`src/sv/lpc_pkg.sv`:
```
// ----------------------------------------------------------------------------
// lpc_pkg
// Types and codes shared by the label propagation block.
// ----------------------------------------------------------------------------
package lpc_pkg;
    localparam logic [1:0] REQ_LOAD = 2'd0;
    localparam logic [1:0] REQ_RUN  = 2'd1;
    localparam logic [1:0] REQ_READ = 2'd2;
    localparam logic [1:0] REQ_NOP  = 2'd3;

    localparam int VCNT_W = 11;
    localparam int PLIM_W = 12;
    localparam logic [VCNT_W-1:0] VCNT_RESET = 11'd1024;
    localparam logic [PLIM_W-1:0] PLIM_RESET = 12'd1000;

    localparam logic [0:0] ADDR_VCNT = 1'b0;
    localparam logic [0:0] ADDR_PLIM = 1'b1;

    typedef struct packed {
        logic [1:0] req_type;
        logic [9:0] vertex;
        logic [9:0] neighbor;
    } req_t;

    typedef struct packed {
        logic [9:0]  label;
        logic [10:0] component_count;
        logic [11:0] pass_count;
        logic        converged;
        logic        error;
    } rsp_t;
endpackage

```
`src/sv/lpc_regs.sv`:
```
// ----------------------------------------------------------------------------
// lpc_regs
// APB register file: vertex_count and pass_limit.
// ----------------------------------------------------------------------------
module lpc_regs (
    input  logic                      clk,
    input  logic                      rst_n,
    input  logic                      psel,
    input  logic                      penable,
    input  logic                      pwrite,
    input  logic [2:0]                paddr,
    input  logic [31:0]               pwdata,
    output logic [31:0]               prdata,
    output logic                      pready,
    output logic [lpc_pkg::VCNT_W-1:0] vcnt,
    output logic [lpc_pkg::PLIM_W-1:0] plim
);
    import lpc_pkg::*;
    logic [VCNT_W-1:0] vcnt_reg;
    logic [PLIM_W-1:0] plim_reg;
    logic              wr;

    assign pready = 1'b1;
    assign wr = psel && penable && pwrite;

    always_ff @(posedge clk or negedge rst_n)
    begin
        if (!rst_n)
        begin
            vcnt_reg <= VCNT_RESET;
            plim_reg <= PLIM_RESET;
        end
        else if (wr && paddr[1:0] == 2'b00)
        begin
            if (paddr[2] == ADDR_VCNT)
                vcnt_reg <= pwdata[VCNT_W-1:0];
            else
                plim_reg <= pwdata[PLIM_W-1:0];
        end
    end

    always_comb
    begin
        prdata = 32'd0;
        if (paddr[1:0] == 2'b00)
        begin
            if (paddr[2] == ADDR_VCNT)
                prdata = {{(32-VCNT_W){1'b0}}, vcnt_reg};
            else
                prdata = {{(32-PLIM_W){1'b0}}, plim_reg};
        end
    end

    assign vcnt = vcnt_reg;
    assign plim = plim_reg;
endmodule

```
`config.mk`:
```
export PLATFORM = sky130hd
export DESIGN_NAME = lpc_regs
export DESIGN_NICKNAME = d
export VERILOG_FILES = /design/src/sv/lpc_pkg.sv /design/src/sv/lpc_regs.sv
export SDC_FILE = /design/constraint.sdc
export NUM_CORES = 1
export LEC_CHECK = 0
export ABC_AREA = 1
export BUFFER_PORTS_ARGS = -buffer_cell sky130_fd_sc_hd__buf_4
export CAP_MARGIN = 20
export CORE_MARGIN = 2
export CORE_UTILIZATION = 41
export CTS_CLUSTER_SIZE = 40
export DETAILED_ROUTE_END_ITERATION = 10
export PLACE_DENSITY = 0.76
export SYNTH_ARGS = -nofsm -noshare
export SYNTH_HDL_FRONTEND = slang
export SYNTH_SLANG_ARGS = --single-unit
export TNS_END_PERCENT = 100
```
`constraint.sdc`:
```
create_clock -name clk -period 1.1 [get_ports clk]
set_clock_uncertainty 0.1 [all_clocks]
set_input_delay 0.22 -clock clk [delete_from_list [all_inputs] [get_ports clk]]
set_output_delay 0.22 -clock clk [all_outputs]
set_load 0.005 [all_outputs]
```
### Yosys cells after proc, flatten, opt, wreduce, memory -nomap -nowiden

Index checks and enable logic that the tools add are counted.

| storage, ports and cells | value |
|---|---|
| RAM bits | 0 |
| register bits after elaboration | 23 |
| input bits | 40 |
| bits in latches | 0 |
| memories | 0 |
| ROM bits | 0 |
| word-level logic and storage cells | 11 |

| cells by class | value |
|---|---|
| equality and inequality tests | 0 |
| mux-type cells | 2 |
| add/sub/neg operators | 0 |
| divide/modulo/power cells | 0 |
| bitwise gates (word level) | 1 |
| order comparisons | 0 |
| reduce and logical (&&, ||, !) cells | 6 |
| $mul | 0 |
| shift-type cells | 0 |

Operator list:

| operator | number |
|---|---|
| 2-to-1 mux 12 bit | 2 |
| AND reduction 2 bit | 2 |
| logical AND 1 bit | 3 |
| zero test 2 bit | 1 |
| inverter 1 bit | 1 |

### Longest topological paths before layout

| depth | value |
|---|---|
| depth after elaboration | 4 |
| mapped depth | 6 |
| mapped depth without buffers | 5 |

### Least setup slack after synthesis

Ideal clock, no wire load.

| timing path | value |
|---|---|
| kind | input port to output port |
| start point | in paddr[2] |
| end point | out prdata[0] |
| stages | 5 |
| arrival | 769 ps |
| path slack | 11 ps |
| path through | buf_4 inv_2 buf_4 nor2_1 nor2_1 |

| on the way | value |
|---|---|
| word-level cells in the longest chain between the ends | 2 |

Ends and longest elaborated chain:

| item | RTL line | source |
|---|---|---|
| start: declaration | lpc_regs.sv:11 | `input logic [2:0] paddr,` |
| 2-to-1 mux 12 bit | lpc_regs.sv:47 | `if (paddr[2] == ADDR_VCNT)` |
| 2-to-1 mux 12 bit | lpc_regs.sv:45 | `if (paddr[1:0] == 2'b00)` |
| end: declaration | lpc_regs.sv:13 | `output logic [31:0] prdata,` |

No other way between the ends.

### Final worst setup path

| timing path | value |
|---|---|
| start point | reg plim_reg[3] (netlist: plim[3]) |
| end point | out prdata[3] |

| on the way | value |
|---|---|
| word-level cells in the longest chain between the ends | 2 |

Ends and longest elaborated chain:

| item | RTL line | source |
|---|---|---|
| start: declaration | lpc_regs.sv:20 | `logic [PLIM_W-1:0] plim_reg;` |
| start signal: assignment | lpc_regs.sv:38 | `plim_reg <= pwdata[PLIM_W-1:0];` |
| 2-to-1 mux 12 bit | lpc_regs.sv:47 |  |
| 2-to-1 mux 12 bit | lpc_regs.sv:45 |  |

No other way between the ends.

==> summary.md <==
| Metric | Value |
|---|---|
| Top post-synthesis cells by area | dfrtp_1 29%, buf_4 14%, dfstp_2 13% |
| Wire length per cell | 12.7 um |
| Chip height | ~62 um |
| CTS max path bufs | 2 |
| Final Power | 2.74 mW |
| Initial core utilization | 42.4% |
| Total track usage | 19.5% |
| Max-cap viol count | 0 |
| Power per standard cell area | 1240 mW/mm2 |
| # clock sinks | 23 |
| Initial antenna violation count | 0 |
| Clk_lat worst skew | 0.30 ns |
| Seq/Total Area, Yosys | 41.7% |
| Post-DRT Antenna Nets | 0 |
| Max Clk Rate | approximately 0.68 GHz |
| Crit Reg-Reg Endpoint | plim[3]$_DFFE_PN1P_ |
| Critical path depth | 3 |
| TritonCTS clock tree | done |
| Worst-path maximum fanout | 2 |
| Post-synthesis cell count | 168 |
| Critical Path End | prdata[3] |
| Full die area | 0.00391 mm2 |
| Post-Route WL | 3.81 mm |
| Most frequent cells in the layout | 54 x buf_4, 46 x nand2_1, 37 x buf_6 |
| Antenna cells | 0 |
| Post-synth top area share | 28.5% |
| Commonest non-fill, non-tap cell in the layout | buf_4 |
| Clock-pin slew on the worst setup and hold paths | roughly 0.14 ns |
| Crit Reg-Reg Startpoint | plim[3]$_DFFE_PN1P_ |
| Drt drc | 0 |
| Max reg flops | 12 |
| NumNets Final | 294 |
| Crit path buf inv count | 1 |
| Yosys warns | 0 |
| Layout cells sized above 1 | 45.5% |
| Fin crit share | 133% |
| R2R setup slack | 0.02 ns |
| Hold WC Path Type | in -> reg |
| Drt initial violations | 67 |
| FF-to-FF path depth | 5 |
| Seq cells post-synth | 23 |
| Cell Chain, Critical Path | nor2_1 > nor2_1 > buf_4 |
| Gpl congestion | between 0.7 and 0.8 |
| Post-Syn Area | 0.00140 mm2 |
| Synth area leader | dfrtp_1 |
| Syn Area/Cell | 8.35 um2 |
| Final Setup Violations | 35 |
| Largest net degree at the start of global routing | 24 |
| Slowest cell delay on critical path | 0.55 ns |
| First-pass GRT wire length | 6.20 mm |
| Hold Fails Final Rpt | 0 |
| Netlist cell types | 16 |
| Startpoint Class | flop |
| Final Util | 66.4% |
| Dpl cells | ~280 |
| Worst setup path start | plim[3]$_DFFE_PN1P_ |
| Final max-slew violation count | 0 |
| Post-DP HPWL | 2.52 mm |
| Worst setup margin | -0.361 ns |
| Synthesis-to-finish area growth | 56.8% |
| Root Driver | clkbuf_4 |
| IO Port Bufs | 54 |
| RSZ-0062 raised after global routing | true |
| Tmin final | 1.46 ns |
| Vias | 1401 |
| Setup tns final | -7.90 ns |
| Total CTS buffers | 3 |
| Failing checks | setup timing |
| Vias per std cell | 4.69 |
| Vias in the first global route | roughly 1400 |
| Nature of the critical path endpoint | output port |
| I/O pin count | 96 |
| Final std cells w/o fill | 299 |
| Status | complete, but fails checks |
| Row count | 21 |
| Slowest CP cell | dfstp_2 |
| Pleak | 1.19 nW |
| VDD IR max | between 500 and 600 uV |
| Required @ worst endpoint | 0.78 ns |
| CP top delay family | flip-flops |
| Data arrival, critical path | around 1.1 ns |
| Setup CP Type | reg -> out |
| GR Overflow Total | 0 |
| Die W | about 62 um |
| Total core area | 0.00331 mm2 |
| Most used cell, CP | nor2_1 |
| Detailed Routing Iterations Pass 1 | 4 |
| H-tree depth | 1 |
## synth_stat cells
| library cell | count |
|---|---|
| buf_4 | 26 |
| conb_1 | 2 |
| o21ai_0 | 2 |
| nand2_2 | 1 |
| nand3_4 | 2 |
| nand4_1 | 23 |
| o21ai_1 | 9 |
| and3_1 | 1 |
| buf_2 | 2 |
| nor2_8 | 2 |
| inv_2 | 2 |
| dfrtp_1 | 16 |
| buf_6 | 5 |
| dfstp_2 | 7 |
| nor2_1 | 22 |
| nand2_1 | 46 |
## how the worst min path moves through the flow
stage                     cells past startpoint             endpoint  slack [ns]  startpoint
after floorplan                               0  plim[0]$_DFFE_PN0P_       -0.18       rst_n
after global placement                        1  plim[1]$_DFFE_PN0P_        0.02       rst_n
after detailed placement                      1  plim[1]$_DFFE_PN0P_        0.03       rst_n
after CTS                                     3  plim[9]$_DFFE_PN1P_        0.03   pwdata[9]
after global routing                          3  plim[7]$_DFFE_PN1P_        0.03   pwdata[7]
final                                         3  plim[7]$_DFFE_PN1P_        0.04   pwdata[7]
## metal layers
metal	global-route usage, %	share of wire (%)	vias to the layer above
li1	-	-	680
met1	22.0	39	662
met2	38.6	55	57
met3	1.80	5.5	2
met4	5.00	0.60	0
met5	0	0	-
## what timing repair did
item | in CTS | in global routing
gates resized for setup | 33 | 10
hold endpoints to repair | 23 | 0
pin swaps | 15 | 8
setup endpoints to repair | 35 | 35
hold buffers | 1 | 0
setup buffers | 14 | 3
## tightest hold or removal path: stages
cell,delay (ns)
buf_4,0.12
nand4_1,0.08
nand2_1,0.05
## kinds of logic (layout without fill, tap and decap cells)
group / Yosys count / count (layout) / share of synthesized area [%]
flops: 23 / 23 / 41.7
other cells: 2 / 21 / 0.535
compound gates: 11 / 11 / 3.92
simple gates: 97 / 97 / 34.7
buf+inv: 35 / 101 / 19.2
## power by group
group / leakage (nW) / internal (mW) / switching [mW]
combinational: 0.888 / 0.735 / 0.430
sequential: 0.281 / 1.04 / 0.134
clock: 0.0177 / 0.136 / 0.266
total: 1.19 / 1.91 / 0.830
## final cells by class
| class | instances | area (um2) |
|---|---|---|
| Timing Repair Buffer | 95 | 892 |
| Inverter | 2 | 7.51 |
| Sequential cell | 23 | 584 |
| Tap cell | 46 | 57.6 |
| Fill cell | 296 | 1110 |
| Multi-Input combinational cell | 129 | 631 |
| Clock buffer | 3 | 22.5 |
| Clock inverter | 1 | 5.00 |
## through the flow
stage | worst slack [ns] | instance area (um2) | hold slack (ns)
5_1_grt | -0.413 | 2200 | 0.0333
2_1_floorplan | 0.0110 | 1470 | -0.176
3_3_place_gp | -0.178 | 1890 | 0.0241
6_report | -0.361 | 2200 | 0.0391
3_5_place_dp | -0.192 | 1890 | 0.0306
4_1_cts | -0.346 | 2150 | 0.0330
No activity file was read; power rests on OpenSTA's default activity.
